`config.mk`:
```
export PLATFORM = sky130hd
export DESIGN_NAME = parlt_ctrl
export DESIGN_NICKNAME = d
export VERILOG_FILES = /design/src/hdl/parlt_pkg.sv /design/src/hdl/parlt_ctrl.sv
export SDC_FILE = /design/constraint.sdc
export NUM_CORES = 1
export LEC_CHECK = 0
export ABC_AREA = 1
export BUFFER_PORTS_ARGS = -buffer_cell sky130_fd_sc_hd__buf_4
export CORE_AREA = 3 3 40 42
export DETAILED_ROUTE_END_ITERATION = 10
export DIE_AREA = 0 0 43 45
export SETUP_SLACK_MARGIN = 0.05
export SYNTH_ARGS = -nofsm -noshare
export SYNTH_HDL_FRONTEND = slang
export SYNTH_SLANG_ARGS = --single-unit
export TNS_END_PERCENT = 20
```
`constraint.sdc`:
```
create_clock -name clk -period 0.8 [get_ports clk]
set_input_delay 0.12 -clock clk [delete_from_list [all_inputs] [get_ports clk]]
set_output_delay 0.12 -clock clk [all_outputs]
set_load 0.03 [all_outputs]
```
`src/hdl/parlt_pkg.sv`:
```
// Shared types, codes and constants of the per-address rate limit table.
package parlt_pkg;

	localparam int TABLE_DEPTH_DEF = 128;

	localparam int FAM_W   = 2;
	localparam int HALF_W  = 64;
	localparam int TIME_W  = 32;
	localparam int WIN_W   = 16;
	localparam int MAX_W   = 8;
	localparam int CNT_W   = 9;
	localparam int SLOT_W  = 7;
	localparam int VERD_W  = 3;
	localparam int CFG_IW  = 2;
	localparam int CFG_DW  = 16;

	localparam logic [FAM_W-1:0] FAM_V4  = 2'd0;
	localparam logic [FAM_W-1:0] FAM_V6  = 2'd1;
	localparam logic [FAM_W-1:0] FAM_UNK = 2'd2;

	localparam logic [VERD_W-1:0] VERDICT_ALLOW  = 3'd0;
	localparam logic [VERD_W-1:0] VERDICT_BANNED = 3'd1;
	localparam logic [VERD_W-1:0] VERDICT_FULL   = 3'd2;
	localparam logic [VERD_W-1:0] VERDICT_RATE   = 3'd3;
	localparam logic [VERD_W-1:0] VERDICT_SUSP   = 3'd4;

	localparam logic [CFG_IW-1:0] CFG_WINDOW = 2'd0;
	localparam logic [CFG_IW-1:0] CFG_MAX    = 2'd1;

	localparam logic [WIN_W-1:0] WINDOW_RESET = 16'd15;
	localparam logic [MAX_W-1:0] MAX_RESET    = 8'd50;
	localparam logic [CNT_W-1:0] CNT_SAT      = 9'h1FF;

	// one table row
	typedef struct packed {
		logic [FAM_W-1:0]  fam;
		logic [HALF_W-1:0] hi;
		logic [HALF_W-1:0] lo;
		logic [CNT_W-1:0]  count;
		logic [TIME_W-1:0] start;
		logic              banned;
	} row_t;

	typedef struct packed {
		logic load;     // take a request beat into the request registers
		logic scan_rd;  // read the row at the scan pointer
		logic capture;  // keep the matching row
		logic commit;   // write back and load the result register
	} cmd_t;

	typedef struct packed {
		logic hit;
		logic more;     // rows left to read
		logic scan_end; // nothing left in flight, no match
		logic out_free;
	} status_t;

endpackage

```
`src/hdl/parlt_ctrl.sv`:
```
// Sequencer: request intake, table scan and commit of one request at a time.
module parlt_ctrl (
	input  logic                clk,
	input  logic                arst_n,
	input  logic                in_valid,
	output logic                in_ready,
	input  parlt_pkg::status_t  st,
	output parlt_pkg::cmd_t     cmd
);

	localparam logic [1:0] ST_IDLE = 2'd0;
	localparam logic [1:0] ST_SCAN = 2'd1;
	localparam logic [1:0] ST_UPD  = 2'd2;

	logic [1:0] state_q;
	logic [1:0] state_d;

	assign in_ready = (state_q == ST_IDLE);

	always_comb begin
		state_d     = state_q;
		cmd         = '0;
		case (state_q)
			ST_IDLE: begin
				if (in_valid) begin
					cmd.load = 1'b1;
					state_d  = ST_SCAN;
				end
			end
			ST_SCAN: begin
				cmd.scan_rd = !st.hit && st.more;
				if (st.hit) begin
					cmd.capture = 1'b1;
					state_d     = ST_UPD;
				end else if (st.scan_end) begin
					state_d = ST_UPD;
				end
			end
			ST_UPD: begin
				// hold here while the previous result is still not taken
				if (st.out_free) begin
					cmd.commit = 1'b1;
					state_d    = ST_IDLE;
				end
			end
			default: begin
				state_d = ST_IDLE;
			end
		endcase
	end

	always_ff @(posedge clk or negedge arst_n) begin
		if (!arst_n) begin
			state_q <= ST_IDLE;
		end else begin
			state_q <= state_d;
		end
	end

endmodule

```
==> impl_metrics.json, run 1 <==
{
  "status": "complete, but fails checks",
  "failed_checks": "setup timing",
  "relSlewSlack_pct": 88.7,
  "post-route-period-util_pct": 147,
  "drv_slew": 0,
  "critical_path_class": "reg2out",
  "cp_slowest_cell": "dfrtp_2",
  "area_growth_pct": 173,
  "finalClockSkew_ns": 0.0116,
  "place_congestion": 0.659,
  "synth_top_family_by_area": "simple AND/OR/NAND/NOR gates",
  "htreeDepth": 1,
  "layout_setup_ws_ns": -0.377,
  "synth_nets": 30,
  "routed_wl_um": 413,
  "cts_buffer_depth": 2,
  "wl_met1_um": 165,
  "via_per_inst": 3.32,
  "clkSinkCount": 2,
  "layout-drive-gt1-share_pct": 66.7,
  "yosys.area_share.xor_xnor_pct": 0,
  "ios": 12,
  "diodes": 0,
  "start_kind": "flop",
  "async_flop_share_pct": 100,
  "post-route-min-period_ns": 1.18,
  "dieArea_um2": 1940,
  "yosysTopAreaCell": "dfrtp_1",
  "cp-end-kind": "output port",
  "chipWidth_um": 43,
  "whs_ns": 0.129,
  "ys_ff_latch": 2,
  "firstDrtPassIters": 1,
  "setup_tns_ns": -1.88,
  "yosysWarnings": 0,
  "dr_wl_met3_um": 44,
  "grt_pass1_wl_um": 738,
  "largest_reg_flops": 2,
  "synth_compound_area_share_pct": 0,
  "regMostFlops": "state_q",
  "hp-class": "in2reg",
  "syn_inst": 23,
  "first_iter_violations": 0,
  "grt_max_degree": 5,
  "clk_latency_ns": 0.23,
  "avgRoutedWirePerCell_um": 7.25,
  "synth-adder-area-share_pct": 0,
  "critPathMaxFanout": 4,
  "synth_edf_count": 0,
  "reg_top3": "state_q (2)",
  "wl_met2_um": 202,
  "hold_viol_final": 0,
  "fmax_ghz": 0.849,
  "grt_pass1_vias": 187,
  "fin_nets": 50,
  "p_leak_nw": 0.186,
  "drc": 0,
  "grt_usage_pct": 5.82,
  "cpPeakStageDelay_ns": 0.46,
  "synth.most_common_cell": "nand2_1",
  "syn_area_um2": 134,
  "num_rows": 13,
  "dp_hpwl_um": 327,
  "core_um2": 1280,
  "cts_root_buf": "clkbuf_4",
  "place_ws_ns": -0.235,
  "ant_nets": 0,
  "rsz0062_at_grt": "true",
  "ys_types": 7,
  "path_cells": "nor2_4, nand2_2, inv_4, buf_6",
  "ys_seq_area_share_pct": 37.4,
  "clkTransAtPathRegs_ns": 0.04,
  "crit_arrival_ns": 1.06,
  "top_layer_used": "met3",
  "worstMarginPinSlew_ns": 0.170,
  "yosysTopAreaCellShare_pct": 37.4,
  "fin_util_pct": 28.4,
  "dieHeight_um": 45,
  "initial_core_util_pct": 10.4,
  "antenna_found_initial": 0,
  "maxCapViolCount": 0,
  "routed-via-count": 189,
  "overflow": 0,
  "synth.area.mux_share_pct": 0,
  "power.density_nw_per_um2": 3500,
  "numPortBuffers": 11,
  "synth_commonest_cells": "nand2_1, inv_1, nor2_1, dfrtp_1",
  "cts_buffers": 3,
  "setup_viol": 7,
  "syn_area_per_cell_um2": 5.82,
  "yosys.area_share.simple_pct": 45.8,
  "worstPathRequired_ns": 0.68,
  "ys.flop_type": "dfrtp_1",
  "cts_tree": "done",
  "ir_drop_uv": 1410,
  "synthTopCellsByArea": "dfrtp_1, nand2_1, inv_1, nor2_1, nor2_2"
}
==> repair_timing <==
item | 4_1_cts | 5_1_grt
hold buffers | 1 | 0
hold endpoints to repair | 2 | 0
endpoints found under the setup margin | 7 | 7
setup buffers | 0 | 0
pin swaps | 2 | 0
gates resized for setup | 6 | 3
==> cells in the final DEF (no fill, tap or decap) <==
master and instances:
buf_4 10, nand2_1 6, inv_1 4, nor2_4 4, buf_6 4, clkbuf_4 3, inv_4 2, dfrtp_2 2
nand2_4 1, nor3_4 1, nand2_2 1, nor2_1 1, nand3_1 1, clkbuf_1 1, dlygate4sd3_1 1
==> cells by family after synthesis <==
family                 count (synthesis)
flip-flops                             2
buffers and inverters                  6
AND/OR/NAND/NOR                       15
==> worst max-delay path: cells and delay by family (launching register included) <==
family	cells	cell delay (ns)
flip-flops	1	0.46
AND/OR/NAND/NOR	2	0.20
buffers and inverters	2	0.16
==> area by class of cell <==
| cell class | instances | area (µm²) |
|---|---|---|
| clock buffers | 4 | 26.3 |
| repair buffers | 15 | 130 |
| inverters | 6 | 27.5 |
| well taps | 15 | 18.8 |
| fillers | 138 | 920 |
| multi-input cells | 15 | 110 |
| flip-flops and latches | 2 | 52.6 |
==> report_power, final <==
part / leakage [nW] / internal, mW / switching, mW / total, mW
clock network: 0.0150 / 0.186 / 0.0676 / 0.253
logic: 0.148 / 0.335 / 0.431 / 0.765
registers: 0.0229 / 0.157 / 0.102 / 0.259
total: 0.186 / 0.678 / 0.600 / 1.28
==> metrics by stage <==
| stage | total power [mW] | instance area (µm²) | cells |
|---|---|---|---|
| after global placement | 0.908 | 300 | 52 |
| after global routing | 1.39 | 365 | 57 |
| after CTS | 1.26 | 357 | 57 |
| final | 1.28 | 365 | 57 |
| after detailed placement | 0.920 | 300 | 52 |
| after floorplan | 0.667 | 176 | 23 |
==> path summary, 6_finish.rpt <==
path / from / to / slack (ns) / cells after the start
worst max-delay path: state_q[0]$_DFFE_PN0P_ / cmd[3] / -0.38 / 4
min in group asynchronous: arst_n / state_q[0]$_DFFE_PN0P_ / 0.21 / 2
max in group asynchronous: arst_n / state_q[1]$_DFFE_PN0P_ / 0.48 / 2
worst max register to register: state_q[0]$_DFFE_PN0P_ / state_q[0]$_DFFE_PN0P_ / -0.10 / 4
worst min-delay path: st[1] / state_q[0]$_DFFE_PN0P_ / 0.13 / 4
worst min register to register: state_q[1]$_DFFE_PN0P_ / state_q[0]$_DFFE_PN0P_ / 0.70 / 4
==> per-layer routing <==
layer / GRT usage (%) / vias up
met5: 0 / -
met4: 7.23 / 0
met3: 4.38 / 0
met2: 8.38 / 7
met1: 4.57 / 79
li1: - / 103
Note: power is estimated with default switching activity, not from simulation.
==> inputs of run 2 (changes only) <==
--- a/config.mk
+++ b/config.mk
@@ -6,12 +6,11 @@
 export NUM_CORES = 1
 export LEC_CHECK = 0
 export ABC_AREA = 1
-export BUFFER_PORTS_ARGS = -buffer_cell sky130_fd_sc_hd__buf_4
 export CORE_AREA = 3 3 40 42
 export DETAILED_ROUTE_END_ITERATION = 10
 export DIE_AREA = 0 0 43 45
+export DONT_BUFFER_PORTS = 1
 export SETUP_SLACK_MARGIN = 0.05
 export SYNTH_ARGS = -nofsm -noshare
 export SYNTH_HDL_FRONTEND = slang
 export SYNTH_SLANG_ARGS = --single-unit
-export TNS_END_PERCENT = 20
==> run 2 against run 1 <==
Critical endpoint is now cmd[0]; clock power shrank 2%; the flow still finishes with violations (setup timing); register-to-register slack got worse by 0.11 ns; critical path type unchanged; critical path depth is 1 lower; wire length increased by 1.2%.
==> impl_metrics.json, run 2 (synthesis results as in run 1) <==
{
  "power.density_nw_per_um2": 4210,
  "cp_slowest_cell": "dfrtp_1",
  "relSlewSlack_pct": 86.0,
  "grt_pass1_vias": 197,
  "final_cell_mix": "nand2_1, inv_1, nor2_4",
  "top_layer_used": "met4",
  "dieHeight_um": 45,
  "reg2reg_to": "state_q[1]$_DFFE_PN0P_",
  "cts_buffers": 3,
  "cts_buffer_depth": 2,
  "ant_nets": 0,
  "status": "complete, but fails checks",
  "start_kind": "flop",
  "finalClockSkew_ns": 0.00878,
  "startpoint": "state_q[1]$_DFFE_PN0P_",
  "critical_path_class": "reg2out",
  "regMostFlops": "state_q",
  "cpPeakStageDelay_ns": 0.37,
  "grt_pass1_wl_um": 676,
  "fmax_ghz": 0.881,
  "wl_met2_um": 205,
  "dp_hpwl_um": 329,
  "numPortBuffers": 0,
  "dpl_cell_area_um2": 230,
  "num_rows": 13,
  "core_um2": 1280,
  "initial_core_util_pct": 10.4,
  "area_growth_pct": 129,
  "wl_met1_um": 137,
  "post-route-period-util_pct": 142,
  "post-route-min-period_ns": 1.13,
  "reg_top3": "state_q (2)",
  "chipWidth_um": 43,
  "antenna_found_initial": 0,
  "overflow": 0,
  "hold_viol_final": 0,
  "layout_setup_ws_ns": -0.335,
  "path_cells": "inv_2, nor3_4, buf_12",
  "maxCapViolCount": 0,
  "worstPathRequired_ns": 0.68,
  "crit_arrival_ns": 1.01,
  "hp-class": "in2reg",
  "via_per_inst": 3.59,
  "drv_slew": 0,
  "timing.rr.start": "state_q[1]$_DFFE_PN0P_",
  "rsz0062_at_grt": "true",
  "critPathMaxFanout": 2,
  "cp_num_buf_inv": 2,
  "failed_checks": "setup timing",
  "routed-via-count": 176,
  "worstSetupEndpoint": "cmd[0]",
  "grt_max_degree": 5,
  "htreeDepth": 1,
  "fin_nets": 42,
  "first_iter_violations": 1,
  "diodes": 0,
  "cts_root_buf": "clkbuf_4",
  "firstDrtPassIters": 4,
  "cp.depth": 3,
  "dieArea_um2": 1940,
  "setup_viol": 7,
  "reg2regPathDepth": 6,
  "ir_drop_uv": 1160,
  "fin_util_pct": 23.9,
  "path_delay_family": "flip-flops",
  "nFillCells": 145,
  "largest_reg_flops": 2,
  "cp-end-kind": "output port",
  "postLayoutCellArea_um2": 307,
  "drc": 0,
  "place_congestion": 0.640,
  "grt_usage_pct": 5.50,
  "regToRegSetupSlack_ns": -0.21,
  "p_leak_nw": 0.150,
  "final_common_cell": "nand2_1",
  "clk_latency_ns": 0.23,
  "clkSinkCount": 2,
  "routed_wl_um": 418,
  "worstHoldStart": "st[1]",
  "worstMarginPinSlew_ns": 0.209,
  "avgRoutedWirePerCell_um": 8.53,
  "cts_tree": "done",
  "clkTransAtPathRegs_ns": 0.04,
  "layout-drive-gt1-share_pct": 55.9,
  "dr_wl_met3_um": 58,
  "ios": 12
}
run 2: changes by cell type in the layout (fill, tap and decap cells not counted):
cell / delta
buf_6: -2
inv_2: +1
buf_4: -7
buf_12: +1
dfrtp_1: +1
dfrtp_2: -1
inv_4: -1
run 2: repair_timing:
| item | CTS | global route |
|---|---|---|
| hold buffers | 1 | 0 |
| buffers inserted | 2 | 1 |
| cloned | 0 | 0 |
| gates resized for setup | 3 | 2 |
| pin swaps | 5 | 4 |
| setup endpoints to repair | 7 | 7 |
| hold endpoints to repair | 2 | 0 |
run 2: through the flow:
step                      worst slack [ns]  TNS [ns]  power (mW)  cells  hold WS [ns]
after global placement              -0.130    -0.633       0.842     41        -0.176
final                               -0.335     -2.01        1.29     49        0.0430
after floorplan                     -0.182    -0.729       0.663     23        -0.176
after detailed placement            -0.136    -0.660       0.847     41        -0.175
after global routing                -0.384     -2.35        1.37     49        0.0613
after CTS                           -0.339     -1.86        1.23     48        0.0340
run 2: power breakdown:
part | internal (mW) | leakage (nW) | switching (mW)
clock network | 0.186 | 0.0150 | 0.0639
registers | 0.152 | 0.0243 | 0.0755
logic | 0.360 | 0.111 | 0.453
total | 0.698 | 0.150 | 0.592
run 2: worst reg2reg max path, cell delays in order, from the launching register on:
cell and delay, ns:
dfrtp_1 0.39, buf_6 0.13, buf_4 0.12, buf_6 0.11
nor2_4 0.10, nand2_1 0.05, nand2_1 0.05
run 2: layout make-up:
class	count	area (µm²)	share of cell area, %
Timing Repair Buffer	7	75.1	24.5
Clock buffer	4	26.3	8.57
Multi-Input combinational cell	15	110	35.9
Inverter	6	25.0	8.16
Sequential cell	2	51.3	16.7
Tap cell	15	18.8	6.12
run 2: worst min-delay path by stage:
stage,end,slack (ns),cells after the start
finish,state_q[0]$_DFFE_PN0P_,0.04,3
floorplan,state_q[0]$_DFFE_PN0P_,-0.18,0
global route,state_q[0]$_DFFE_PN0P_,0.06,3
detailed placement,state_q[1]$_DFFE_PN0P_,-0.18,0
global placement,state_q[1]$_DFFE_PN0P_,-0.18,0
CTS,state_q[0]$_DFFE_PN0P_,0.03,3
run 2: layer usage:
layer | GRT usage (%) | up-vias
li1 | - | 89
met1 | 4.34 | 77
met2 | 7.19 | 8
met3 | 3.59 | 2
met4 | 9.04 | 0
met5 | 0 | -
==> inputs of run 3 (changes only) <==
--- a/config.mk
+++ b/config.mk
@@ -6,9 +6,9 @@
 export NUM_CORES = 1
 export LEC_CHECK = 0
 export ABC_AREA = 1
-export CORE_AREA = 3 3 40 42
+export CORE_AREA = 2 2 39 41
 export DETAILED_ROUTE_END_ITERATION = 10
-export DIE_AREA = 0 0 43 45
+export DIE_AREA = 0 0 41 43
 export DONT_BUFFER_PORTS = 1
 export SETUP_SLACK_MARGIN = 0.05
 export SYNTH_ARGS = -nofsm -noshare
==> run 3 against run 2 <==
The run still ends with setup timing left; non-clock buffer count decreased by 1; sequential cell count is the same; sequential power hardly changed; first-iteration DRC count decreased by 100%; clock power up 3%; total power is 0.98% lower; register-to-register slack improved by 0.07 ns; critical endpoint is now cmd[3].
==> impl_metrics.json, run 3 (synthesis results as in run 1) <==
{
  "initial_core_util_pct": 9.67,
  "fin_nets": 41,
  "dieArea_um2": 1760,
  "failed_checks": "setup timing",
  "htreeDepth": 1,
  "switching_share_pct": 47.2,
  "clkTransAtPathRegs_ns": 0.04,
  "largest_reg_flops": 2,
  "reg2regPathDepth": 5,
  "final_common_cell": "nand2_1",
  "clkSinkCount": 2,
  "num_rows": 14,
  "relSlewSlack_pct": 85.9,
  "routed_wl_um": 401,
  "post-route-period-util_pct": 142,
  "cts_buffer_depth": 2,
  "first_iter_violations": 0,
  "crit_arrival_ns": 1.02,
  "routed-via-count": 165,
  "fmax_ghz": 0.877,
  "cp_slowest_cell": "dfrtp_1",
  "power_mw": 1.28,
  "cts_buffers": 3,
  "cts_tree": "done",
  "overflow": 0,
  "cpPeakStageDelay_ns": 0.39,
  "ios": 12,
  "via_per_inst": 3.37,
  "layout-drive-gt1-share_pct": 57.6,
  "intPower_uw": 675,
  "area_growth_pct": 128,
  "critPathMaxFanout": 2,
  "start_kind": "flop",
  "chipWidth_um": 41,
  "path_delay_family": "flip-flops",
  "status": "complete, but fails checks",
  "grt_usage_pct": 6.73,
  "drc": 0,
  "seqPwrFrac_pct": 17.7,
  "antenna_found_initial": 0,
  "p_comb_share_pct": 62.2,
  "avgRoutedWirePerCell_um": 8.18,
  "clk_latency_ns": 0.23,
  "cp-end-kind": "output port",
  "drv_slew": 0,
  "grt_pass1_wl_um": 703,
  "whs_ns": 0.0363,
  "firstDrtPassIters": 1,
  "cp_num_buf_inv": 2,
  "power_frac_clock_pct": 20.1,
  "post-route-min-period_ns": 1.14,
  "reg2reg_to": "state_q[0]$_DFFE_PN0P_",
  "rsz0062_at_grt": "true",
  "whs_endpoint": "state_q[0]$_DFFE_PN0P_",
  "diodes": 0,
  "hold_viol_final": 0,
  "worstPathRequired_ns": 0.68,
  "core_um2": 1380,
  "holdPathStages": 3,
  "worstMarginPinSlew_ns": 0.211,
  "dp_hpwl_um": 306,
  "grt_pass1_vias": 188,
  "numPortBuffers": 0,
  "dieHeight_um": 43,
  "reg_top3": "state_q (2)",
  "p_sw_uw": 603,
  "critical_path_class": "reg2out",
  "setup_viol": 7,
  "maxCapViolCount": 0,
  "ant_nets": 0,
  "worstHoldStart": "st[1]",
  "final_cell_mix": "nand2_1, inv_1, nor2_4",
  "grt_max_degree": 5,
  "cts_root_buf": "clkbuf_4",
  "path_cells": "buf_6, nor2_4, nand2_2, inv_4",
  "regToRegSetupSlack_ns": -0.14,
  "hp-class": "in2reg",
  "regMostFlops": "state_q",
  "power.density_nw_per_um2": 4190,
  "p_leak_nw": 0.145,
  "place_congestion": 0.618,
  "timing.rr.start": "state_q[1]$_DFFE_PN0P_",
  "ir_drop_uv": 1590,
  "layout_setup_ws_ns": -0.340,
  "finalClockSkew_ns": 0.00793
}
run 3: worst max path at each step:
| stage | startpoint | slack (ns) | depth (start not counted) | endpoint |
|---|---|---|---|---|
| 4_1_cts | state_q[0]$_DFFE_PN0P_ | -0.34 | 3 | cmd[3] |
| 2_1_floorplan | state_q[1]$_DFFE_PN0P_ | -0.18 | 3 | cmd[3] |
| 6_report | state_q[1]$_DFFE_PN0P_ | -0.34 | 4 | cmd[3] |
| 3_3_place_gp | state_q[1]$_DFFE_PN0P_ | -0.13 | 4 | cmd[3] |
| 5_1_grt | state_q[0]$_DFFE_PN0P_ | -0.39 | 3 | cmd[3] |
| 3_5_place_dp | state_q[1]$_DFFE_PN0P_ | -0.13 | 4 | cmd[3] |
run 3: final cells by class:
cell class	count	area (µm²)
multi-input combinational	15	115
clock buffer	4	26.3
fill	156	1080
sequential	2	51.3
inverter	6	25.0
timing repair buffer	6	67.6
tap	16	20.0
run 3: tightest hold or removal path, cell delays in order:
cell,delay [ns]
nor2_1,0.02
nand2_1,0.05
nand2_1,0.04
run 3: routing by layer:
metal  GRT usage, %  routed length, µm  up-vias
met1           5.47                136       71
li1               -                  -       84
met5              0                  0        -
met2           9.06                213       10
met3           7.85                 52        0
met4           4.00                  0        0
run 3: timing repair:
item                                    in CTS  in global routing
pin swaps                                    6                  1
setup buffers                                2                  0
endpoints found under the setup margin       7                  7
endpoints found under the hold margin        2                  0
resized for setup                            6                  0
hold buffers                                 1                  0
run 3: power by group through the flow:
stage | clock network, mW | registers [mW] | logic, mW
2_1_floorplan | 0 | 0.230 | 0.433
4_1_cts | 0.265 | 0.225 | 0.800
3_3_place_gp | 0 | 0.207 | 0.634
3_5_place_dp | 0 | 0.208 | 0.636
5_1_grt | 0.302 | 0.231 | 0.855
6_report | 0.257 | 0.226 | 0.795
run 3: stage by stage:
| step | TNS [ns] | instances | util (%) | area [µm²] | setup WS (ns) |
|---|---|---|---|---|---|
| 5_1_grt | -2.14 | 49 | 22.1 | 305 | -0.390 |
| 3_5_place_dp | -0.645 | 42 | 16.7 | 231 | -0.128 |
| 6_report | -1.81 | 49 | 22.1 | 305 | -0.340 |
| 2_1_floorplan | -0.729 | 23 | - | 176 | -0.182 |
| 3_3_place_gp | -0.620 | 42 | 16.7 | 231 | -0.127 |
| 4_1_cts | -1.85 | 49 | 22.1 | 305 | -0.344 |
